## src/rtl/core/lspi_pkg.sv

```systemverilog
// Shared constants, codes and the request record of the looping sample player.
// No dependencies; every other file of the block but the sample RAM imports this package.
package lspi_pkg;

  // Sizes
  localparam int MAX_FRAMES = 65536;
  localparam int CHANNELS   = 2;
  localparam int FRAC_BITS  = 16;
  localparam int ADDR_W     = $clog2(MAX_FRAMES);
  localparam int TOTAL_W    = ADDR_W + 1;

  // Field widths
  localparam int OPCODE_W   = 3;
  localparam int LOAD_AW    = 16;
  localparam int SAMPLE_W   = 16;
  localparam int WORD_W     = 2 * SAMPLE_W;
  localparam int FRAME_W    = 17;
  localparam int RATE_W     = 24;
  localparam int OFFSET_W   = 16;
  localparam int POS_INT_W  = FRAME_W + 1;
  localparam int POS_W      = POS_INT_W + FRAC_BITS;
  localparam int SUM_W      = POS_INT_W + 1;
  localparam int DIFF_W     = SAMPLE_W + 1;
  localparam int PROD_W     = DIFF_W + FRAC_BITS + 1;

  // Rate step is 8.16; rescale to the position's fraction width
  localparam int STEP_UP    = (FRAC_BITS > 16) ? FRAC_BITS - 16 : 0;
  localparam int STEP_DOWN  = (FRAC_BITS < 16) ? 16 - FRAC_BITS : 0;

  // Configuration port
  localparam int CFG_IDX_W  = 3;
  localparam int CFG_DATA_W = RATE_W;

  localparam logic [CFG_IDX_W-1:0] CFG_RATE_STEP   = 3'd0;
  localparam logic [CFG_IDX_W-1:0] CFG_CLIP_FRAMES = 3'd1;
  localparam logic [CFG_IDX_W-1:0] CFG_TRIM_START  = 3'd2;
  localparam logic [CFG_IDX_W-1:0] CFG_PADDING     = 3'd3;
  localparam logic [CFG_IDX_W-1:0] CFG_LOOP_ENABLE = 3'd4;
  localparam logic [CFG_IDX_W-1:0] CFG_LOOP_FIRST  = 3'd5;
  localparam logic [CFG_IDX_W-1:0] CFG_LOOP_LAST   = 3'd6;

  // Command codes
  localparam logic [OPCODE_W-1:0] OP_LOAD  = 3'd0;
  localparam logic [OPCODE_W-1:0] OP_TICK  = 3'd1;
  localparam logic [OPCODE_W-1:0] OP_PLAY  = 3'd2;
  localparam logic [OPCODE_W-1:0] OP_PAUSE = 3'd3;
  localparam logic [OPCODE_W-1:0] OP_STOP  = 3'd4;
  localparam logic [OPCODE_W-1:0] OP_SEEK  = 3'd5;

  // Memory access and sideband for one request, sent from control to the datapath
  typedef struct packed {
    logic                 tick;
    logic                 load;
    logic [ADDR_W-1:0]    wr_addr;
    logic [WORD_W-1:0]    wr_word;
    logic [ADDR_W-1:0]    rd_addr_a;
    logic [ADDR_W-1:0]    rd_addr_b;
    logic                 audible;
    logic [FRAC_BITS-1:0] frac;
    logic [FRAME_W-1:0]   frame_index;
    logic                 playing;
  } req_t;

endpackage

```

## src/rtl/core/lspi_out_if.sv

```systemverilog
// Result channel of the sample player: valid/ready plus one stereo output frame.
// Depends on lspi_pkg for field widths.
interface lspi_out_if;
  import lspi_pkg::*;

  logic                       valid;
  logic                       ready;
  logic signed [SAMPLE_W-1:0] left_out;
  logic signed [SAMPLE_W-1:0] right_out;
  logic [FRAME_W-1:0]         frame_index;
  logic                       is_playing;

  modport source (
    output valid, left_out, right_out, frame_index, is_playing,
    input  ready
  );

  modport sink (
    input  valid, left_out, right_out, frame_index, is_playing,
    output ready
  );

endinterface

```

## src/rtl/core/lspi_interp.sv

```systemverilog
// Interpolation back end: difference times fraction, truncating add, output
// register. Depends on lspi_pkg and lspi_out_if; reads data from the sample RAM.
module lspi_interp (
  input  logic                        clk,
  input  logic                        rst,
  input  lspi_pkg::req_t              req,
  input  logic [lspi_pkg::WORD_W-1:0] rdata_a,
  input  logic [lspi_pkg::WORD_W-1:0] rdata_b,
  output logic                        adv,
  lspi_out_if.source                  out_chan
);
  import lspi_pkg::*;

  localparam logic signed [PROD_W-1:0] BIAS = PROD_W'((2 ** FRAC_BITS) - 1);

  // Stage aligned with the RAM read data
  logic                 s3_tick;
  logic                 s3_audible;
  logic [FRAC_BITS-1:0] s3_frac;
  logic [FRAME_W-1:0]   s3_frame;
  logic                 s3_playing;

  // Product stage
  logic                       s4_tick;
  logic                       s4_audible;
  logic [FRAME_W-1:0]         s4_frame;
  logic                       s4_playing;
  logic signed [SAMPLE_W-1:0] s4_base_l;
  logic signed [SAMPLE_W-1:0] s4_base_r;
  logic signed [PROD_W-1:0]   s4_prod_l;
  logic signed [PROD_W-1:0]   s4_prod_r;

  logic signed [SAMPLE_W-1:0] a_l;
  logic signed [SAMPLE_W-1:0] a_r;
  logic signed [DIFF_W-1:0]   diff_l;
  logic signed [DIFF_W-1:0]   diff_r;
  logic signed [PROD_W-1:0]   frac_s;
  logic signed [PROD_W-1:0]   prod_l;
  logic signed [PROD_W-1:0]   prod_r;
  logic signed [PROD_W-1:0]   quot_l;
  logic signed [PROD_W-1:0]   quot_r;
  logic signed [PROD_W-1:0]   sum_l;
  logic signed [PROD_W-1:0]   sum_r;

  // Whole pipe moves when the output register is free or being taken
  assign adv = !out_chan.valid || out_chan.ready;

  // Carry the sideband alongside the RAM read
  always_ff @(posedge clk) begin
    if (rst) begin
      s3_tick <= 1'b0;
    end else if (adv) begin
      s3_tick <= req.tick;
    end
  end

  always_ff @(posedge clk) begin
    if (adv) begin
      s3_audible <= req.audible;
      s3_frac    <= req.frac;
      s3_frame   <= req.frame_index;
      s3_playing <= req.playing;
    end
  end

  // Multiply the neighbor difference by the fraction
  always_comb begin
    a_l    = $signed(rdata_a[SAMPLE_W-1:0]);
    a_r    = $signed(rdata_a[WORD_W-1:SAMPLE_W]);
    diff_l = DIFF_W'($signed(rdata_b[SAMPLE_W-1:0])) - DIFF_W'(a_l);
    diff_r = DIFF_W'($signed(rdata_b[WORD_W-1:SAMPLE_W])) - DIFF_W'(a_r);
    frac_s = $signed(PROD_W'(s3_frac));
    prod_l = PROD_W'(diff_l) * frac_s;
    prod_r = PROD_W'(diff_r) * frac_s;
  end

  always_ff @(posedge clk) begin
    if (rst) begin
      s4_tick <= 1'b0;
    end else if (adv) begin
      s4_tick <= s3_tick;
    end
  end

  always_ff @(posedge clk) begin
    if (adv) begin
      s4_audible <= s3_audible;
      s4_frame   <= s3_frame;
      s4_playing <= s3_playing;
      s4_base_l  <= a_l;
      s4_base_r  <= a_r;
      s4_prod_l  <= prod_l;
      s4_prod_r  <= prod_r;
    end
  end

  // Scale down truncating toward zero, then add the base sample
  always_comb begin
    quot_l = (s4_prod_l + (s4_prod_l[PROD_W-1] ? BIAS : PROD_W'(0))) >>> FRAC_BITS;
    quot_r = (s4_prod_r + (s4_prod_r[PROD_W-1] ? BIAS : PROD_W'(0))) >>> FRAC_BITS;
    sum_l  = PROD_W'(s4_base_l) + quot_l;
    sum_r  = PROD_W'(s4_base_r) + quot_r;
  end

  // Output register
  always_ff @(posedge clk) begin
    if (rst) begin
      out_chan.valid <= 1'b0;
    end else if (adv) begin
      out_chan.valid <= s4_tick;
    end
  end

  always_ff @(posedge clk) begin
    if (adv) begin
      out_chan.left_out    <= s4_audible ? sum_l[SAMPLE_W-1:0] : '0;
      out_chan.right_out   <= (s4_audible && (CHANNELS >= 2)) ? sum_r[SAMPLE_W-1:0] : '0;
      out_chan.frame_index <= s4_frame;
      out_chan.is_playing  <= s4_playing;
    end
  end

endmodule

```

## src/flat_wrapper.sv

```systemverilog
// flat-port wrapper written by rule: the top's interface ports become plain ports
module lspi_interp_flat import lspi_pkg::*;
  (clk, rst, req, rdata_a, rdata_b, adv, out_chan_valid, out_chan_left_out, out_chan_right_out, out_chan_frame_index, out_chan_is_playing, out_chan_ready);
  lspi_out_if out_chan_i ();
  input  logic clk;
  input  logic rst;
  input  lspi_pkg::req_t req;
  input  logic [lspi_pkg::WORD_W-1:0] rdata_a;
  input  logic [lspi_pkg::WORD_W-1:0] rdata_b;
  output logic adv;
  output wire logic [$bits(out_chan_i.valid)-1:0] out_chan_valid;
  output wire logic [$bits(out_chan_i.left_out)-1:0] out_chan_left_out;
  output wire logic [$bits(out_chan_i.right_out)-1:0] out_chan_right_out;
  output wire logic [$bits(out_chan_i.frame_index)-1:0] out_chan_frame_index;
  output wire logic [$bits(out_chan_i.is_playing)-1:0] out_chan_is_playing;
  input wire logic [$bits(out_chan_i.ready)-1:0] out_chan_ready;
  assign out_chan_valid = out_chan_i.valid;
  assign out_chan_left_out = out_chan_i.left_out;
  assign out_chan_right_out = out_chan_i.right_out;
  assign out_chan_frame_index = out_chan_i.frame_index;
  assign out_chan_is_playing = out_chan_i.is_playing;
  assign out_chan_i.ready = out_chan_ready;
  lspi_interp u_core (.clk(clk), .rst(rst), .req(req), .rdata_a(rdata_a), .rdata_b(rdata_b), .adv(adv), .out_chan(out_chan_i));
endmodule
```

## config.mk

```make
export PLATFORM = sky130hd
export DESIGN_NAME = lspi_interp_flat
export DESIGN_NICKNAME = d
export VERILOG_FILES = /design/src/rtl/core/lspi_pkg.sv /design/src/rtl/core/lspi_out_if.sv /design/src/rtl/core/lspi_interp.sv /design/src/flat_wrapper.sv
export SDC_FILE = /design/constraint.sdc
export NUM_CORES = 2
export LEC_CHECK = 0
export BUFFER_PORTS_ARGS = -buffer_cell sky130_fd_sc_hd__buf_2
export CORE_MARGIN = 4
export CORE_UTILIZATION = 30
export DETAILED_ROUTE_END_ITERATION = 10
export PLACE_DENSITY = 0.51
export SYNTH_ARGS = -nofsm -noshare
export SYNTH_HDL_FRONTEND = slang
export SYNTH_SLANG_ARGS = --single-unit
```

## constraint.sdc

```tcl
create_clock -name clk -period 11.65 [get_ports clk]
set_input_delay 1.7475 -clock clk [delete_from_list [all_inputs] [get_ports clk]]
set_output_delay 1.7475 -clock clk [all_outputs]
set_load 0.01 [all_outputs]
```

==> out/qor.yml <==
grt_max_degree: 72
post-route-period-util_pct: 86.7
first_pass_iters: 7
start_util_pct: 30.4
finClkSkew_ns: 0.0128
slowest_stage: "fa_1"
cts_setup_buffers: 0
ctsRootBufferMaster: "clkbuf_16"
synth_compound_area_share_pct: 6.81
grt_pass1_wl_um: 128000
status: "finished, final reports clean"
setup_viol: 0
fmax_ghz: 0.0990
fin_ws_ns: 1.55
synth_fa_ha_area_share_pct: 44.2
tns_ns: 0
hpwlAfterDp_um: 59600
dp_slack_ns: 0.897
max_cap_viol_count: 0
syn_inst: 3376
cp_max_fo: 8
syn_area_um2: 32700
num_rows: 120
cp.required_ns: 11.98
synth_top_family_by_area: "adder cells"
num-fill-cells: 11000
worstSetupEndpointType: "flop"
maxSlewHeadroom_pct: 23.7
layout-drive-gt1-share_pct: 9.14
routed_via_density: 4.60
yosysSeqAreaShare_pct: 18.7
clock-sinks: 205
insertion_delay_ns: 0.60
cts_hold_buf: 0
layout_commonest_cell: "inv_1"
vias: 22600
critical_path.most_common_cell: "fa_1"
critical_path_class: "primary input to flop"
coreArea_um2: 108000
synth_warnings: 0
ys_types: 80
port_buffers: 154
hold_viol: 0
drv_slew: 0
cp.arrival_ns: 10.43
regToRegSetupSlack_ns: 4.18
layout_common_cells: "inv_1 (750), fa_1 (550), nand2_1 (339)"
worstHoldPathType: "flop to flop"
synth_edf_count: 202
ys.flop_type: "edfxtp_1"
synth_fp_nets: 4377
cts_tree: "built"
die_h_um: 338
area_growth_pct: 10.4
grt_pass1_vias: 23700
overflow: 0
synth.area.mux_share_pct: 1.24
cts_buffer_depth: 3
period_needed_ns: 10.10
nNetsFinal: 4480
yosys.area_share.simple_pct: 14.6
synthArstFlopShare_pct: 0
antenna_found_initial: 2
syn_avg_cell_area_um2: 9.69
chipWidth_um: 338
cpPeakStageDelay_ns: 0.75
cts_resized: 0
die_area_um2: 114000
grtUsageTotal_pct: 13.9
ios: 236
ys_ff_latch: 205
ant_nets: 0
drtIter0Drc: 1068
wire_per_inst_um: 15.9
critPathLaunchType: "primary input"
clk_pin_slew_ns: 0.06
synth_xor_area_share_pct: 4.07
rsz0062_at_grt: "no"
drc: 0
gp_congestion: 0.774
worst_pin_slew_ns: 1.14
ctsHtreeMaxLevel: 1
wl_um: 78100
cts_made_buffers: 28
-- final cells by class --
| type | instances | area [µm²] | area share, % |
|---|---|---|---|
| Timing Repair Buffer | 214 | 1220 | 3.38 |
| Antenna cell | 2 | 5.00 | 0.0139 |
| Sequential cell | 205 | 6130 | 17.0 |
| Multi-Input combinational cell | 2279 | 23300 | 64.5 |
| Tap cell | 1403 | 1760 | 4.86 |
| Inverter | 751 | 2820 | 7.81 |
| Clock buffer | 32 | 716 | 1.98 |
| Clock inverter | 19 | 189 | 0.523 |
-- through the flow --
stage	hold slack (ns)	util [%]	std cells	area (µm²)
after detailed placement	0.405	32.7	4852	35200
after global placement	0.400	32.7	4852	35200
after global routing	0.424	33.5	4904	36100
final	0.418	33.5	4905	36100
after floorplan	0.400	-	3376	32700
after CTS	0.418	33.5	4903	36100
-- state kept, by name (all words and copies together), names as in the netlist, 16 cells and up --
signal                       flops
u_core.out_chan.frame_index     17
u_core.s4_base_l                16
u_core.out_chan.left_out        16
u_core.out_chan.right_out       16
u_core.s4_prod_r                33
u_core.s3_frac                  16
u_core.s3_frame                 17
u_core.s4_base_r                16
u_core.s4_prod_l                33
u_core.s4_frame                 17
-- path summary, 6_finish.rpt --
path,from,to,cells after the start
setup / recovery,rdata_a[0],u_core.s4_prod_l[30],30
hold / removal,u_core.s4_playing,u_core.out_chan.is_playing,0
setup reg to reg,u_core.s3_frac[8],u_core.s4_prod_r[33],22
hold reg to reg,u_core.s4_playing,u_core.out_chan.is_playing,0
-- layer usage --
layer / routed length (µm) / track usage, %
met1: 34900 / 18.5
met4: 1900 / 3.36
met2: 38600 / 24.2
met3: 2770 / 1.42
met5: 7 / 0
-- critical path: cells and delay by family --
kind            cells  cell delay (ns)
simple gates        5             1.13
mux                 1             0.14
fa+ha+maj           9             4.24
compound gates     10             2.80
buf+inv             5             0.36
-- synthesized netlist by cell type (10+ instances only) --
| cell | count | area share (%) |
|---|---|---|
| a211oi_1 | 17 | 0.39 |
| a21o_1 | 29 | 0.67 |
| a21oi_1 | 81 | 1.2 |
| a311oi_1 | 11 | 0.29 |
| a31oi_1 | 14 | 0.27 |
| and2_1 | 192 | 3.7 |
| and3_1 | 41 | 0.78 |
| buf_2 | 11 | 0.17 |
| clkbuf_1 | 127 | 1.5 |
| edfxtp_1 | 202 | 19 |
| fa_1 | 550 | 34 |
| ha_1 | 267 | 10 |
| inv_1 | 750 | 8.6 |
| maj3_1 | 10 | 0.31 |
| mux2_2 | 19 | 0.65 |
| mux2i_1 | 19 | 0.58 |
| nand2_1 | 339 | 3.9 |
| nand2b_1 | 66 | 1.3 |
| nand3_1 | 64 | 0.98 |
| nand4_1 | 11 | 0.21 |
| nor2_1 | 89 | 1.0 |
| nor2b_1 | 76 | 1.5 |
| nor3_1 | 25 | 0.38 |
| o21ai_0 | 45 | 0.69 |
| o21bai_1 | 11 | 0.25 |
| or3_1 | 13 | 0.25 |
| xnor2_1 | 105 | 2.8 |
| xor2_1 | 45 | 1.2 |
-- logic make-up after synthesis --
group	after synthesis
simple gates	946
buf+inv	892
fa+ha+maj	827
compound gates	317
flops	205
xor+xnor	151
mux	38
Power is not shown: default switching activity piles up to over one toggle a cycle in this logic, so the estimate is an artifact.
