<file path="config.mk">
export PLATFORM = sky130hd
export DESIGN_NAME = lspi_ctrl_flat
export DESIGN_NICKNAME = d
export VERILOG_FILES = /design/src/rtl/core/lspi_pkg.sv /design/src/rtl/core/lspi_in_if.sv /design/src/rtl/core/lspi_ctrl.sv /design/src/flat_wrapper.sv
export SDC_FILE = /design/constraint.sdc
export NUM_CORES = 1
export LEC_CHECK = 0
export BUFFER_PORTS_ARGS = -buffer_cell sky130_fd_sc_hd__buf_2
export CORE_AREA = 10 10 207 209
export CTS_CLUSTER_DIAMETER = 40
export DETAILED_ROUTE_END_ITERATION = 16
export DIE_AREA = 0 0 217 219
export PLACE_DENSITY = 0.83
export REMOVE_ABC_BUFFERS = 1
export SLEW_MARGIN = 20
export SYNTH_ARGS = -nofsm -noshare
export SYNTH_HDL_FRONTEND = slang
export SYNTH_SLANG_ARGS = --single-unit
export TNS_END_PERCENT = 100
</file>
<file path="constraint.sdc">
create_clock -name clk -period 9.5 [get_ports clk]
set_input_delay 0.95 -clock clk [delete_from_list [all_inputs] [get_ports clk]]
set_output_delay 0.95 -clock clk [all_outputs]
set_load 0.05 [all_outputs]
</file>
<file path="src/rtl/core/lspi_pkg.sv">
// Shared constants, codes and the request record of the looping sample player.
// No dependencies; every other file of the block but the sample RAM imports this package.
package lspi_pkg;

  // Sizes
  localparam int MAX_FRAMES = 65536;
  localparam int CHANNELS   = 2;
  localparam int FRAC_BITS  = 16;
  localparam int ADDR_W     = $clog2(MAX_FRAMES);
  localparam int TOTAL_W    = ADDR_W + 1;

  // Field widths
  localparam int OPCODE_W   = 3;
  localparam int LOAD_AW    = 16;
  localparam int SAMPLE_W   = 16;
  localparam int WORD_W     = 2 * SAMPLE_W;
  localparam int FRAME_W    = 17;
  localparam int RATE_W     = 24;
  localparam int OFFSET_W   = 16;
  localparam int POS_INT_W  = FRAME_W + 1;
  localparam int POS_W      = POS_INT_W + FRAC_BITS;
  localparam int SUM_W      = POS_INT_W + 1;
  localparam int DIFF_W     = SAMPLE_W + 1;
  localparam int PROD_W     = DIFF_W + FRAC_BITS + 1;

  // Rate step is 8.16; rescale to the position's fraction width
  localparam int STEP_UP    = (FRAC_BITS > 16) ? FRAC_BITS - 16 : 0;
  localparam int STEP_DOWN  = (FRAC_BITS < 16) ? 16 - FRAC_BITS : 0;

  // Configuration port
  localparam int CFG_IDX_W  = 3;
  localparam int CFG_DATA_W = RATE_W;

  localparam logic [CFG_IDX_W-1:0] CFG_RATE_STEP   = 3'd0;
  localparam logic [CFG_IDX_W-1:0] CFG_CLIP_FRAMES = 3'd1;
  localparam logic [CFG_IDX_W-1:0] CFG_TRIM_START  = 3'd2;
  localparam logic [CFG_IDX_W-1:0] CFG_PADDING     = 3'd3;
  localparam logic [CFG_IDX_W-1:0] CFG_LOOP_ENABLE = 3'd4;
  localparam logic [CFG_IDX_W-1:0] CFG_LOOP_FIRST  = 3'd5;
  localparam logic [CFG_IDX_W-1:0] CFG_LOOP_LAST   = 3'd6;

  // Command codes
  localparam logic [OPCODE_W-1:0] OP_LOAD  = 3'd0;
  localparam logic [OPCODE_W-1:0] OP_TICK  = 3'd1;
  localparam logic [OPCODE_W-1:0] OP_PLAY  = 3'd2;
  localparam logic [OPCODE_W-1:0] OP_PAUSE = 3'd3;
  localparam logic [OPCODE_W-1:0] OP_STOP  = 3'd4;
  localparam logic [OPCODE_W-1:0] OP_SEEK  = 3'd5;

  // Memory access and sideband for one request, sent from control to the datapath
  typedef struct packed {
    logic                 tick;
    logic                 load;
    logic [ADDR_W-1:0]    wr_addr;
    logic [WORD_W-1:0]    wr_word;
    logic [ADDR_W-1:0]    rd_addr_a;
    logic [ADDR_W-1:0]    rd_addr_b;
    logic                 audible;
    logic [FRAC_BITS-1:0] frac;
    logic [FRAME_W-1:0]   frame_index;
    logic                 playing;
  } req_t;

endpackage

</file>
<file path="src/rtl/core/lspi_in_if.sv">
// Request channel of the sample player: valid/ready plus the command fields.
// Depends on lspi_pkg for field widths.
interface lspi_in_if;
  import lspi_pkg::*;

  logic                       valid;
  logic                       ready;
  logic [OPCODE_W-1:0]        opcode;
  logic [LOAD_AW-1:0]         load_address;
  logic signed [SAMPLE_W-1:0] load_left;
  logic signed [SAMPLE_W-1:0] load_right;
  logic [FRAME_W-1:0]         seek_frame;

  modport source (
    output valid, opcode, load_address, load_left, load_right, seek_frame,
    input  ready
  );

  modport sink (
    input  valid, opcode, load_address, load_left, load_right, seek_frame,
    output ready
  );

endinterface

</file>
<file path="src/rtl/core/lspi_ctrl.sv">
// Control front end: configuration registers, play position and run flag,
// command decode and sample address generation. Depends on lspi_pkg, lspi_in_if.
module lspi_ctrl (
  input  logic                          clk,
  input  logic                          rst,
  input  logic                          adv,
  lspi_in_if.sink                       in_chan,
  input  logic                          cfg_we,
  input  logic [lspi_pkg::CFG_IDX_W-1:0]  cfg_index,
  input  logic [lspi_pkg::CFG_DATA_W-1:0] cfg_data,
  output lspi_pkg::req_t                req
);
  import lspi_pkg::*;

  // Configuration registers
  logic [RATE_W-1:0]   rate_step;
  logic [TOTAL_W-1:0]  clip_frames;
  logic [OFFSET_W-1:0] trim_start;
  logic [OFFSET_W-1:0] padding_frames;
  logic                loop_enable;
  logic [FRAME_W-1:0]  loop_first;
  logic [FRAME_W-1:0]  loop_last;

  // Derived terms; total_c and len_s are combinational, the rest registered
  logic [TOTAL_W-1:0]         total_c;
  logic signed [SUM_W-1:0]    len_s;
  logic [FRAME_W-1:0]         len;
  logic                       total_zero;
  logic [ADDR_W-1:0]          total_m1;
  logic signed [POS_INT_W-1:0] trim_off;
  logic signed [POS_INT_W-1:0] trim_off1;
  logic                       settle;

  // Play state
  logic [POS_W-1:0] pos;
  logic             running;

  // Tick evaluation
  logic                 acc;
  logic [POS_INT_W-1:0] idx_cur;
  logic                 active;
  logic                 hit;
  logic                 wrap;
  logic                 stop_end;
  logic                 play;
  logic [POS_W-1:0]     base;
  logic [POS_W-1:0]     step_scaled;
  logic [POS_W-1:0]     adv_pos;
  logic [POS_W-1:0]     pos_after;
  logic [FRAME_W-1:0]   seek_clamped;

  // First stage
  logic                 s1_tick;
  logic                 s1_load;
  logic                 s1_play;
  logic [FRAME_W-1:0]   s1_idx;
  logic [FRAC_BITS-1:0] s1_frac;
  logic [POS_INT_W-1:0] s1_frame;
  logic                 s1_playing;
  logic [ADDR_W-1:0]    s1_addr;
  logic [WORD_W-1:0]    s1_word;

  // Second stage
  logic signed [SUM_W-1:0] sum_a;
  logic signed [SUM_W-1:0] sum_b;
  logic                    at_end;
  req_t                    req_next;

  assign acc           = in_chan.valid && in_chan.ready;
  assign in_chan.ready = adv && !settle;

  // Write configuration registers
  always_ff @(posedge clk) begin
    if (rst) begin
      rate_step      <= RATE_W'(65536);
      clip_frames    <= TOTAL_W'(65536);
      trim_start     <= '0;
      padding_frames <= '0;
      loop_enable    <= 1'b0;
      loop_first     <= '0;
      loop_last      <= FRAME_W'(65536);
    end else if (cfg_we) begin
      unique case (cfg_index)
        CFG_RATE_STEP:   rate_step      <= cfg_data[RATE_W-1:0];
        CFG_CLIP_FRAMES: clip_frames    <= cfg_data[TOTAL_W-1:0];
        CFG_TRIM_START:  trim_start     <= cfg_data[OFFSET_W-1:0];
        CFG_PADDING:     padding_frames <= cfg_data[OFFSET_W-1:0];
        CFG_LOOP_ENABLE: loop_enable    <= cfg_data[0];
        CFG_LOOP_FIRST:  loop_first     <= cfg_data[FRAME_W-1:0];
        CFG_LOOP_LAST:   loop_last      <= cfg_data[FRAME_W-1:0];
        default: ;
      endcase
    end
  end

  // Derive clip length, effective length and address offsets
  always_comb begin
    total_c = (clip_frames > TOTAL_W'(MAX_FRAMES)) ? TOTAL_W'(MAX_FRAMES) : clip_frames;
    len_s   = $signed(SUM_W'(total_c)) - $signed(SUM_W'(trim_start))
            + $signed(SUM_W'(padding_frames));
  end

  always_ff @(posedge clk) begin
    len        <= len_s[SUM_W-1] ? '0 : len_s[FRAME_W-1:0];
    total_zero <= (total_c == '0);
    total_m1   <= ADDR_W'(total_c - TOTAL_W'(1));
    trim_off   <= $signed(POS_INT_W'(trim_start)) - $signed(POS_INT_W'(padding_frames));
    trim_off1  <= $signed(POS_INT_W'(trim_start)) - $signed(POS_INT_W'(padding_frames))
                + $signed(POS_INT_W'(1));
  end

  // Hold requests in the cycle after a configuration write
  always_ff @(posedge clk) begin
    if (rst) begin
      settle <= 1'b1;
    end else begin
      settle <= cfg_we;
    end
  end

  // Evaluate a tick against the current position
  always_comb begin
    idx_cur      = pos[POS_W-1:FRAC_BITS];
    active       = running && !total_zero;
    hit          = (idx_cur >= POS_INT_W'(len))
                || (loop_enable && (idx_cur >= POS_INT_W'(loop_last)));
    wrap         = active && hit && loop_enable;
    stop_end     = active && hit && !loop_enable;
    play         = active && !stop_end;
    base         = wrap ? {1'b0, loop_first, {FRAC_BITS{1'b0}}} : pos;
    step_scaled  = (POS_W'(rate_step) << STEP_UP) >> STEP_DOWN;
    adv_pos      = base + step_scaled;
    pos_after    = play ? adv_pos : pos;
    seek_clamped = (in_chan.seek_frame > len) ? len : in_chan.seek_frame;
  end

  // Update position and run flag on each command
  always_ff @(posedge clk) begin
    if (rst) begin
      pos     <= '0;
      running <= 1'b0;
    end else if (acc) begin
      unique case (in_chan.opcode)
        OP_TICK: begin
          pos <= pos_after;
          if (stop_end) begin
            running <= 1'b0;
          end
        end
        OP_PLAY:  running <= 1'b1;
        OP_PAUSE: running <= 1'b0;
        OP_STOP: begin
          running <= 1'b0;
          pos     <= '0;
        end
        OP_SEEK:  pos <= {1'b0, seek_clamped, {FRAC_BITS{1'b0}}};
        default: ;
      endcase
    end
  end

  // Advance the first stage: ticks and in-range loads travel on
  always_ff @(posedge clk) begin
    if (rst) begin
      s1_tick <= 1'b0;
      s1_load <= 1'b0;
    end else if (adv) begin
      s1_tick <= acc && (in_chan.opcode == OP_TICK);
      s1_load <= acc && (in_chan.opcode == OP_LOAD)
              && ((LOAD_AW + 1)'(in_chan.load_address) < (LOAD_AW + 1)'(MAX_FRAMES));
    end
  end

  always_ff @(posedge clk) begin
    if (adv) begin
      s1_play    <= play;
      s1_idx     <= base[POS_W-2:FRAC_BITS];
      s1_frac    <= base[FRAC_BITS-1:0];
      s1_frame   <= pos_after[POS_W-1:FRAC_BITS];
      s1_playing <= running && !stop_end;
      s1_addr    <= ADDR_W'(in_chan.load_address);
      s1_word    <= {in_chan.load_right, in_chan.load_left};
    end
  end

  // Clip addresses of the two neighbor frames, clamped to the clip
  always_comb begin
    sum_a  = $signed(SUM_W'(s1_idx)) + SUM_W'(trim_off);
    sum_b  = $signed(SUM_W'(s1_idx)) + SUM_W'(trim_off1);
    at_end = sum_a >= $signed(SUM_W'(total_m1));

    req_next.tick        = s1_tick;
    req_next.load        = s1_load;
    req_next.wr_addr     = s1_addr;
    req_next.wr_word     = s1_word;
    req_next.rd_addr_a   = at_end ? total_m1 : sum_a[ADDR_W-1:0];
    req_next.rd_addr_b   = at_end ? total_m1 : sum_b[ADDR_W-1:0];
    req_next.audible     = s1_play && (s1_idx >= FRAME_W'(padding_frames));
    req_next.frac        = s1_frac;
    req_next.frame_index = (s1_frame > POS_INT_W'(len)) ? len : s1_frame[FRAME_W-1:0];
    req_next.playing     = s1_playing;
  end

  // Advance the second stage, clear its request flags on reset
  always_ff @(posedge clk) begin
    if (rst) begin
      req.tick <= 1'b0;
      req.load <= 1'b0;
    end else if (adv) begin
      req <= req_next;
    end
  end

  a_stop_clears: assert property (@(posedge clk) disable iff (rst)
    acc && (in_chan.opcode == OP_STOP) |=> (pos == '0) && !running)
    else $error("stop did not clear position and run flag");

  a_play_sets: assert property (@(posedge clk) disable iff (rst)
    acc && (in_chan.opcode == OP_PLAY) |=> running)
    else $error("play did not set run flag");

  a_seek_whole: assert property (@(posedge clk) disable iff (rst)
    acc && (in_chan.opcode == OP_SEEK) |=> (pos[FRAC_BITS-1:0] == '0))
    else $error("seek left a fraction in the position");

  a_cfg_settle: assert property (@(posedge clk) disable iff (rst)
    $past(cfg_we) |-> !acc)
    else $error("request taken right after a configuration write");

  a_adjacent: assert property (@(posedge clk) disable iff (rst)
    req.tick && req.audible |->
      (req.rd_addr_b == req.rd_addr_a) || (req.rd_addr_b == ADDR_W'(req.rd_addr_a + 1'b1)))
    else $error("interpolation frames are not adjacent");

endmodule

</file>
<file path="src/flat_wrapper.sv">
// flat-port wrapper written by rule: the top's interface ports become plain ports
module lspi_ctrl_flat import lspi_pkg::*;
  (clk, rst, adv, cfg_we, cfg_index, cfg_data, req, in_chan_valid, in_chan_opcode, in_chan_load_address, in_chan_load_left, in_chan_load_right, in_chan_seek_frame, in_chan_ready);
  lspi_in_if in_chan_i ();
  input  logic clk;
  input  logic rst;
  input  logic adv;
  input  logic cfg_we;
  input  logic [lspi_pkg::CFG_IDX_W-1:0] cfg_index;
  input  logic [lspi_pkg::CFG_DATA_W-1:0] cfg_data;
  output lspi_pkg::req_t req;
  input wire logic [$bits(in_chan_i.valid)-1:0] in_chan_valid;
  input wire logic [$bits(in_chan_i.opcode)-1:0] in_chan_opcode;
  input wire logic [$bits(in_chan_i.load_address)-1:0] in_chan_load_address;
  input wire logic [$bits(in_chan_i.load_left)-1:0] in_chan_load_left;
  input wire logic [$bits(in_chan_i.load_right)-1:0] in_chan_load_right;
  input wire logic [$bits(in_chan_i.seek_frame)-1:0] in_chan_seek_frame;
  output wire logic [$bits(in_chan_i.ready)-1:0] in_chan_ready;
  assign in_chan_i.valid = in_chan_valid;
  assign in_chan_i.opcode = in_chan_opcode;
  assign in_chan_i.load_address = in_chan_load_address;
  assign in_chan_i.load_left = in_chan_load_left;
  assign in_chan_i.load_right = in_chan_load_right;
  assign in_chan_i.seek_frame = in_chan_seek_frame;
  assign in_chan_ready = in_chan_i.ready;
  lspi_ctrl u_core (.clk(clk), .rst(rst), .adv(adv), .in_chan(in_chan_i), .cfg_we(cfg_we), .cfg_index(cfg_index), .cfg_data(cfg_data), .req(req));
endmodule
</file>
==> reports/metrics.cfg, run 1 <==
[global_route]
grt_first_pass_wirelength_mm = 97.5
grtUsageTotal_pct = 25.6
gr-total-overflow = 0
grt_pass1_vias = 18000
antenna_found_initial = 3
grt_max_degree = 71

[clock_tree]
clk_path_buf_depth = 3
clock_latency_ps = 620
cts_buffers = 61
clockRootBuffer = clkbuf_16
holdBufCountCts = 0
h-tree-depth = 2
cts_sinks = 431
cts_resized = 0
post_cts_buffers = 0
cts_tree = yes
clk_pin_slew_ps = 60

[setup_path]
worst_setup_path_start_kind = flip-flop
critPathCaptureType = flip-flop
worstPathArrival_ps = 6530
worstPathRequired_ps = 10010
worstSetupPathType = reg -> reg
crit_path_max_fanout = 16

[finish]
area_delta_synth_final_pct = 15.9
final_common_cell = nand2_1
final_core_util_pct = 68.7
most-common-layout-cells = nand2_1 (301), edfxtp_1 (216), buf_2 (215), dfxtp_1 (215), ha_1 (207)
final_layout_size_suffix_gt1_share_pct = 16.6
fin_nets = 2787
n_fill_cell = 2919

[drt]
first_iter_violations = 1668
avgViaCountPerCell = 6.00
drt-total-wl_mm = 63.1
dr.pass1.iters = 6
vias = 18300
drc = 0
wl_met3_mm = 4.38
wl_met1_mm = 26.5
ant_nets = 0
top_layer_used = met4
wl_met2_mm = 29.9
wl_per_cell_um = 20.7

[timing]
setup_tns_ps = 0
hold_violations = 0
skew_ps = 26.1
slew_violations = 0
fmax_mhz = 166
whs_ps = 418
fin_crit_ps = 6020
rsz0062_at_grt = no
min_period_over_period_pct = 63.3
slew-limit-headroom_pct = 22.3
setup_ws_ps = 3480
worst_pin_slew_ps = 1170
setup_violations = 0

[worst_hold_path]
hold_class = reg -> reg

[placement]
dp_hpwl_mm = 46.6
portBuffers = 217
pre_cts_ws_ps = 3680
gp_congestion = 0.964

[die]
die_w_um = 217
die_y_um = 219
start_util_pct = 59.2
rows = 72
io_pins = 218
core_area_um2 = 38600
die_area_um2 = 47500

[run_status]
outcome = finished clean

[pwr]
powerDensity_nw_per_um2 = 209
ir_drop_mv = 0.152
p_leak_nw = 11.1

[yosys]
synthArstFlopShare_pct = 0
ys_ff_latch = 431
ys_warn_count = 0
syn_area_um2 = 22800
synth_edf_count = 216
ys_seq_area_share_pct = 47.2
synth.distinct_cells = 78
synthFlopType = edfxtp_1
synthCells = 2246
avgSynthCellArea_um2 = 10.2

[job]
cap_viol_max_count = 0

-- Yosys cell counts, types with 35 or more instances --
library cell / instances / area, um^2
nand2_1: 301 / 1130
mux2_2: 53 / 597
clkbuf_1: 50 / 188
nor2_1: 106 / 398
mux2i_1: 44 / 440
inv_1: 132 / 495
edfxtp_1: 216 / 6490
a21oi_1: 190 / 951
nor2b_1: 35 / 219
xnor2_1: 64 / 561
ha_1: 207 / 2590
nand3_1: 41 / 205
a21o_1: 53 / 398
dfxtp_1: 215 / 4300
o21ai_0: 72 / 360
nor3_1: 35 / 175
-- power breakdown --
group / switching [mW] / internal, mW
clock network: 0.931 / 1.32
logic: 0.666 / 0.429
registers: 0.0673 / 2.12
total: 1.66 / 3.87
-- logic make-up after synthesis --
group                      Yosys count  share of synthesized area (%)
AOI/OAI and AO/OA                  537                           15.3
xor gates and xnor gates            96                           3.68
adders and majority gates          213                           11.9
buffers and inverters              199                           3.44
DFF                                431                           47.2
muxes                              100                           4.70
and+or+nand+nor                    670                           13.8
-- per-layer routing --
layer | vias to the layer above | track usage [%]
met5 | - | 0
met4 | 0 | 10.7
met3 | 143 | 4.24
met2 | 735 | 42.9
met1 | 8734 | 32.4
li1 | 8657 | -
-- worst max-delay path: stages (launching register included) --
cell and delay (ps):
dfxtp_1 330, nor3_1 350, nor3b_1 400, nand2_1 150, nor3_1 300, nand3_1 200, nand2_1 150, and2_1 180
ha_1 280, o21a_1 200, nor2_1 130, a21oi_1 50, o21ai_0 230, o21bai_1 120, a211oi_1 250, nor2_1 80
ha_1 350, nand2_1 70, o31ai_1 380, nor4_1 140, o41a_1 490, o21ai_1 270, nand2_1 100, and4_1 420
a21oi_1 310
-- state kept, by name, summed over array words and instances (netlist names), 17 cells and up --
name,count
u_core.clip_frames,17
u_core.len,17
u_core.loop_first,17
u_core.loop_last,17
u_core.pos,34
u_core.rate_step,24
u_core.req,117
u_core.s1_frame,18
u_core.s1_idx,17
u_core.s1_word,32
u_core.trim_off,17
-- area by class of cell --
cell class	instances	area, um^2	share of cell area [%]
Antenna cell	3	7.51	0.0284
Timing Repair Buffer	231	1200	4.52
Sequential cell	431	10800	40.8
Inverter	133	500	1.89
Tap cell	518	648	2.45
Clock inverter	51	460	1.74
Clock buffer	64	1580	5.97
Multi-Input combinational cell	1616	11300	42.7
-- per-stage QoR --
step                      cells  area, um^2  power (mW)
after detailed placement   2929       24400        3.30
after global placement     2929       24400        3.26
after CTS                  3044       26500        5.55
after global routing       3047       26500        5.74
after floorplan            2180       22600        3.00
final                      3047       26500        5.53
-- path summary, 6_finish.rpt --
| path | slack (ps) | endpoint | cells past startpoint | startpoint |
|---|---|---|---|---|
| min | 420 | u_core.req[92] | 0 | u_core.s1_word[25] |
| max | 3480 | u_core.len[15] | 24 | u_core.clip_frames[1] |
| max reg2reg | 3480 | u_core.len[15] | 24 | u_core.clip_frames[1] |
| min reg2reg | 420 | u_core.req[92] | 0 | u_core.s1_word[25] |
No activity file was read; power rests on OpenSTA's default activity.
==> run 2, diff against run 1 <==
==> constraint.sdc (replaced) <==
create_clock -name clk -period 5.6 [get_ports clk]
set_input_delay 0.56 -clock clk [delete_from_list [all_inputs] [get_ports clk]]
set_output_delay 0.56 -clock clk [all_outputs]
set_load 0.05 [all_outputs]
==> reports/metrics.cfg, run 2 (synthesis gave the netlist of run 1 again) <==
[worst_hold_path]
hp-start = in_chan_load_address[11]
hold_class = in -> reg
hold_end = u_core.s1_addr[11]
hold_depth = 1

[clock_tree]
cts_buffers = 60
clock_latency_ps = 640
clk_path_buf_depth = 3
post_cts_buffers = 0
clk_pin_slew_ps = 70
cts_tree = yes
clockRootBuffer = clkbuf_16
cts_sinks = 431
h-tree-depth = 2

[placement]
dp_hpwl_mm = 46.9
dpl_cell_area_um2 = 24500
dp_cells = 2937
portBuffers = 217
gp_congestion = 0.953

[global_route]
use_met2_pct = 43.3
busiest_layer = met2
grt_max_degree = 74
gr-total-overflow = 0
grtUsageTotal_pct = 26.1
grt_pass1_vias = 18200
antenna_found_initial = 2
grt_use_met1_pct = 32.3
grt_first_pass_wirelength_mm = 98.7
grt_use_met3_pct = 5.19

[pwr]
p_clk_share_pct = 42.2
p_switching_mw = 2.83
comb_power_share_pct = 19.5
ir_drop_mv = 0.275
p_leak_nw = 11.2
intPower_mw = 6.84
swShare_pct = 29.3
pwr-share-seq_pct = 38.3
powerDensity_nw_per_um2 = 361

[drt]
drt-total-wl_mm = 63.4
vias = 18300
drc = 0
wl_per_cell_um = 20.8
first_iter_violations = 1828
avgViaCountPerCell = 6.00
ant_nets = 0
dr.pass1.iters = 5

[timing]
setup_violations = 0
worst_pin_slew_ps = 1000
fin_crit_ps = 5360
hold_violations = 0
slew_violations = 0
skew_ps = 31.8
slew-limit-headroom_pct = 33.2
rsz0062_at_grt = no
fmax_mhz = 187
min_period_over_period_pct = 95.7

[die]
die_w_um = 217
core_area_um2 = 38600
start_util_pct = 59.2
io_pins = 218
rows = 72
die_area_um2 = 47500
die_y_um = 219

[setup_path]
r2r_start = u_core.pos[16]
rr_endpoint = u_core.pos[27]
cpMostUsedCell = o21a_1
crit_path_max_fanout = 48
worstPathArrival_ps = 5930
worst_setup_path_start_kind = flip-flop
max_stage_delay_ps = 490
crit_chain = inv_1 -> ha_1 -> nand2b_1 -> a2111oi_1 -> o21a_1 -> o22ai_1 -> o31ai_4 -> buf_12 -> mux2_2 -> ha_1 -> and3_1 -> o31a_1 -> o21a_1 -> o21a_1 -> a31oi_1 -> a31o_2 -> o21ai_0 -> a2111oi_0 -> a221o_1
reg2reg_depth = 19
worstSetupPathType = reg -> reg
critPathCaptureType = flip-flop
worstPathRequired_ps = 6170
crit_slowest_cell = a2111oi_0
rrSetupSlack_ps = 240

[finish]
largestRegisters = u_core.req: 117 flops, u_core.pos: 34 flops, u_core.s1_word: 32 flops
n_fill_cell = 2890
most-common-layout-cells = nand2_1 (301), edfxtp_1 (216), buf_2 (215), dfxtp_1 (215), ha_1 (207)
multi_input_area_um2 = 11300
final_common_cell = nand2_1
regMostFlops = u_core.req
final_layout_size_suffix_gt1_share_pct = 17.1
largest_reg_flops = 117
fin_nets = 2794
seqCellArea_um2 = 10800
area_delta_synth_final_pct = 17.1
fin_area_um2 = 26700
finalNonFillerCells = 3053

[job]
cap_viol_max_count = 0

[run_status]
outcome = finished clean

## run 2: through the flow
step                      setup slack [ps]  total power [mW]  setup TNS, ps  utilization (%)  hold WS [ps]
after floorplan                       -826              5.10         -89690                -           400
after global placement                 347              5.55              0             63.6           401
after detailed placement               160              5.61              0             63.6           405
after CTS                              116              9.71              0             69.3          70.8
after global routing                  3.55              10.0              0             69.4          71.5
final                                  242              9.67              0             69.4          98.3
## run 2: power groups by stage
stage / Sequential [mW] / Combinational [mW] / Clock (mW)
final: 3.70 / 1.88 / 4.08
after global routing: 3.72 / 2.04 / 4.28
after CTS: 3.70 / 1.87 / 4.14
after detailed placement: 3.76 / 1.85 / 0
after global placement: 3.75 / 1.80 / 0
after floorplan: 3.98 / 1.12 / 0
## run 2: what timing repair did
item	CTS	global route
setup endpoints to repair	0	42
resized for setup	0	8
hold buffers	0	0
## run 2: critical path: cells and delay by family, from the launching register on
| family | cells | cell delay, ps |
|---|---|---|
| flip-flops | 1 | 370 |
| buffers and inverters | 2 | 390 |
| AND/OR/NAND/NOR | 2 | 380 |
| multiplexers | 1 | 420 |
| AO/OA/AOI/OAI | 12 | 3030 |
| adder cells (fa/ha/maj) | 2 | 680 |
## run 2: area by class of cell
cell class                 count  area share (%)
multi-input combinational   1616            42.3
clock inverter                46            2.26
sequential                   431            40.3
clock buffer                  68            6.00
inverter                     133            1.87
timing repair buffer         239            4.79
antenna                        2          0.0187
tap                          518            2.42
## run 2: worst max path at each step
stage,start,end,slack (ps),cells past startpoint
floorplan,u_core.pos[27],u_core.s1_frame[11],-830,17
global placement,u_core.clip_frames[0],u_core.len[13],350,24
detailed placement,u_core.clip_frames[0],u_core.len[13],160,24
CTS,u_core.clip_frames[0],u_core.len[13],120,24
global route,u_core.s1_idx[0],u_core.req[61],4,19
finish,u_core.pos[16],u_core.pos[27],240,19
## run 2: routing by layer
layer  vias to the layer above  routed length [um]  part of all wire (%)
li1                       8657                   -                     -
met1                      8735               26300                    41
met2                       726               29800                    47
met3                       188                4410                   6.9
met4                         0                2900                   4.6
met5                         -                   0                     0
==> run 3, diff against run 2 <==
--- a/config.mk
+++ b/config.mk
@@ -5,11 +5,13 @@
 export SDC_FILE = /design/constraint.sdc
 export NUM_CORES = 1
 export LEC_CHECK = 0
+export ABC_AREA = 1
 export BUFFER_PORTS_ARGS = -buffer_cell sky130_fd_sc_hd__buf_2
-export CORE_AREA = 10 10 207 209
+export CORE_AREA = 10 10 206 208
+export CTS_BUF_LIST = sky130_fd_sc_hd__clkbuf_8
 export CTS_CLUSTER_DIAMETER = 40
 export DETAILED_ROUTE_END_ITERATION = 16
-export DIE_AREA = 0 0 217 219
+export DIE_AREA = 0 0 216 218
 export PLACE_DENSITY = 0.83
 export REMOVE_ABC_BUFFERS = 1
 export SLEW_MARGIN = 20
==> reports/metrics.cfg, run 3 <==
[setup_path]
crit_slowest_cell = ha_1
worstPathArrival_ps = 5330
rrSetupSlack_ps = 660
cpMostUsedCell = nand2_1
reg2reg_depth = 27
critPathCaptureType = flip-flop
worst_setup_path_start_kind = flip-flop
r2r_start = u_core.len[5]
rr_endpoint = u_core.s1_frame[15]
crit_path_max_fanout = 18
cp-startpoint = u_core.len[5]
max_stage_delay_ps = 410
worstPathRequired_ps = 5990
worstSetupPathType = reg -> reg

[yosys]
synth.top_cell.area_share_pct = 28.6
syn_area_um2 = 22700
synthFlopType = edfxtp_1
synthCells = 2542
synthArstFlopShare_pct = 0
ys_ff_latch = 431
synth.largest_area_cell = edfxtp_1
synthTopCellsByArea = edfxtp_1 (29%), dfxtp_1 (19%), ha_1 (11%), nand2_1 (7.3%), a21oi_1 (5.4%)
avgSynthCellArea_um2 = 8.92
synth.distinct_cells = 61
yosysMostFrequentCell = nand2_1
ys_warn_count = 0
ys_seq_area_share_pct = 47.6
synth_edf_count = 216
synth_top_cells_by_count = nand2_1 (442), inv_1 (292), a21oi_1 (245)

[pwr]
swShare_pct = 36.0
p_clk_share_pct = 29.9
p_switching_mw = 3.46
powerDensity_nw_per_um2 = 373
intPower_mw = 6.15
pwr-share-seq_pct = 40.7
ir_drop_mv = 0.295
comb_power_share_pct = 29.3
p_leak_nw = 11.8

[timing]
skew_ps = 33.7
slew-limit-headroom_pct = 22.7
setup_violations = 0
setup_ws_ps = 660
fin_crit_ps = 4940
min_period_over_period_pct = 88.2
worst_pin_slew_ps = 1160
hold_violations = 0
rsz0062_at_grt = no
fmax_mhz = 202
slew_violations = 0

[clock_tree]
clockRootBuffer = clkbuf_8
holdBufCountCts = 0
cts_tree = yes
clock_latency_ps = 640
post_cts_buffers = 0
clk_pin_slew_ps = 60
cts_buffers = 77
h-tree-depth = 3
cts_sinks = 431
cts_resized = 0
clk_path_buf_depth = 3

[worst_hold_path]
hold_end = u_core.s1_word[25]
hp-start = in_chan_load_right[9]
hold_class = in -> reg
hold_depth = 1

[global_route]
antenna_found_initial = 0
grtUsageTotal_pct = 26.5
busiest_layer = met2
grt_use_met1_pct = 34.8
grt_pass1_vias = 18600
grt_use_met3_pct = 5.35
grt_max_degree = 98
gr-total-overflow = 0
use_met2_pct = 42.1
grt_first_pass_wirelength_mm = 99.6

[finish]
fin_nets = 3099
regMostFlops = u_core.req
most-common-layout-cells = nand2_1 (442), inv_1 (306), a21oi_1 (244)
largest_reg_flops = 117
final_layout_size_suffix_gt1_share_pct = 15.0
fin_area_um2 = 25800
largestRegisters = u_core.req: 117 flops, u_core.pos: 34 flops, u_core.s1_word: 32 flops
final_common_cell = nand2_1
area_delta_synth_final_pct = 13.6

[drt]
ant_nets = 0
wl_per_cell_um = 18.8
drt-total-wl_mm = 63.4
first_iter_violations = 1564
dr.pass1.iters = 6
avgViaCountPerCell = 5.60
vias = 18800
drc = 0

[die]
io_pins = 218
die_w_um = 216
die_area_um2 = 47100
core_area_um2 = 38300
start_util_pct = 59.2
rows = 72
die_y_um = 218

[placement]
pre_cts_ws_ps = 841
portBuffers = 217
gp_congestion = 0.953
dp_hpwl_mm = 48.6
dpl_cell_area_um2 = 24200

[run_status]
outcome = finished clean

[job]
cap_viol_max_count = 0

[run 3: changes by cell type after synthesis, moves of 53 or more]
cell / delta
nand2_1: +141
a21oi_1: +55
o21ai_0: +118
inv_1: +160
nor2_1: +116
mux2_2: -53
[run 3: layer usage]
metal,part of all wire (%),up-vias
li1,-,9136
met1,44,8799
met2,45,763
met3,8.0,141
met4,3.7,0
met5,0,-
[run 3: logic make-up (layout without fill, tap and decap cells)]
group / after synthesis / after routing / synth area share [%]
other: 0 / 1 / 0
AO/OA/AOI/OAI: 582 / 582 / 14.2
buffers and inverters: 367 / 672 / 6.32
adder cells (fa/ha/maj): 213 / 213 / 11.9
flip-flops: 431 / 431 / 47.6
AND/OR/NAND/NOR: 843 / 843 / 15.8
XOR/XNOR: 106 / 106 / 4.13
[run 3: worst max-delay path by stage]
| stage | endpoint |
|---|---|
| after floorplan | u_core.req[0] |
| after global placement | u_core.pos[22] |
| after detailed placement | u_core.s1_frame[15] |
| after CTS | u_core.s1_frame[15] |
| after global routing | u_core.s1_frame[15] |
| final | u_core.s1_frame[15] |
[run 3: worst max-delay path, delay by kind of cell (launching register included)]
| family | cells | cell delay [ps] |
|---|---|---|
| compound gates | 3 | 490 |
| flops | 1 | 400 |
| buf+inv | 2 | 330 |
| simple gates | 20 | 2710 |
| fa+ha+maj | 2 | 760 |
[run 3: area by class of cell]
class	instances	area, um^2
flip-flops and latches	431	10800
inverters	304	1140
fillers	3079	12500
well taps	518	648
clock inverters	56	365
repair buffers	228	1190
clock buffers	84	1160
diodes	1	2.50
multi-input cells	1744	10500
[run 3: per-stage QoR]
| step | hold slack (ps) | power [mW] | std cells | util (%) | setup TNS [ps] |
|---|---|---|---|---|---|
| 2_1_floorplan | 399 | 5.92 | 2479 | - | -47340 |
| 3_3_place_gp | 401 | 6.66 | 3225 | 63.3 | 0 |
| 3_5_place_dp | 405 | 6.75 | 3225 | 63.3 | 0 |
| 4_1_cts | 64.8 | 9.63 | 3365 | 67.3 | 0 |
| 5_1_grt | 62.8 | 10.1 | 3365 | 67.3 | 0 |
| 6_report | 101 | 9.61 | 3366 | 67.3 | 0 |
[run 3: power groups by stage]
stage	sequential, mW	clock, mW	combinational (mW)
5_1_grt	3.93	3.06	3.12
2_1_floorplan	4.24	0	1.68
4_1_cts	3.91	2.93	2.80
3_5_place_dp	3.97	0	2.78
6_report	3.92	2.88	2.82
3_3_place_gp	3.96	0	2.70
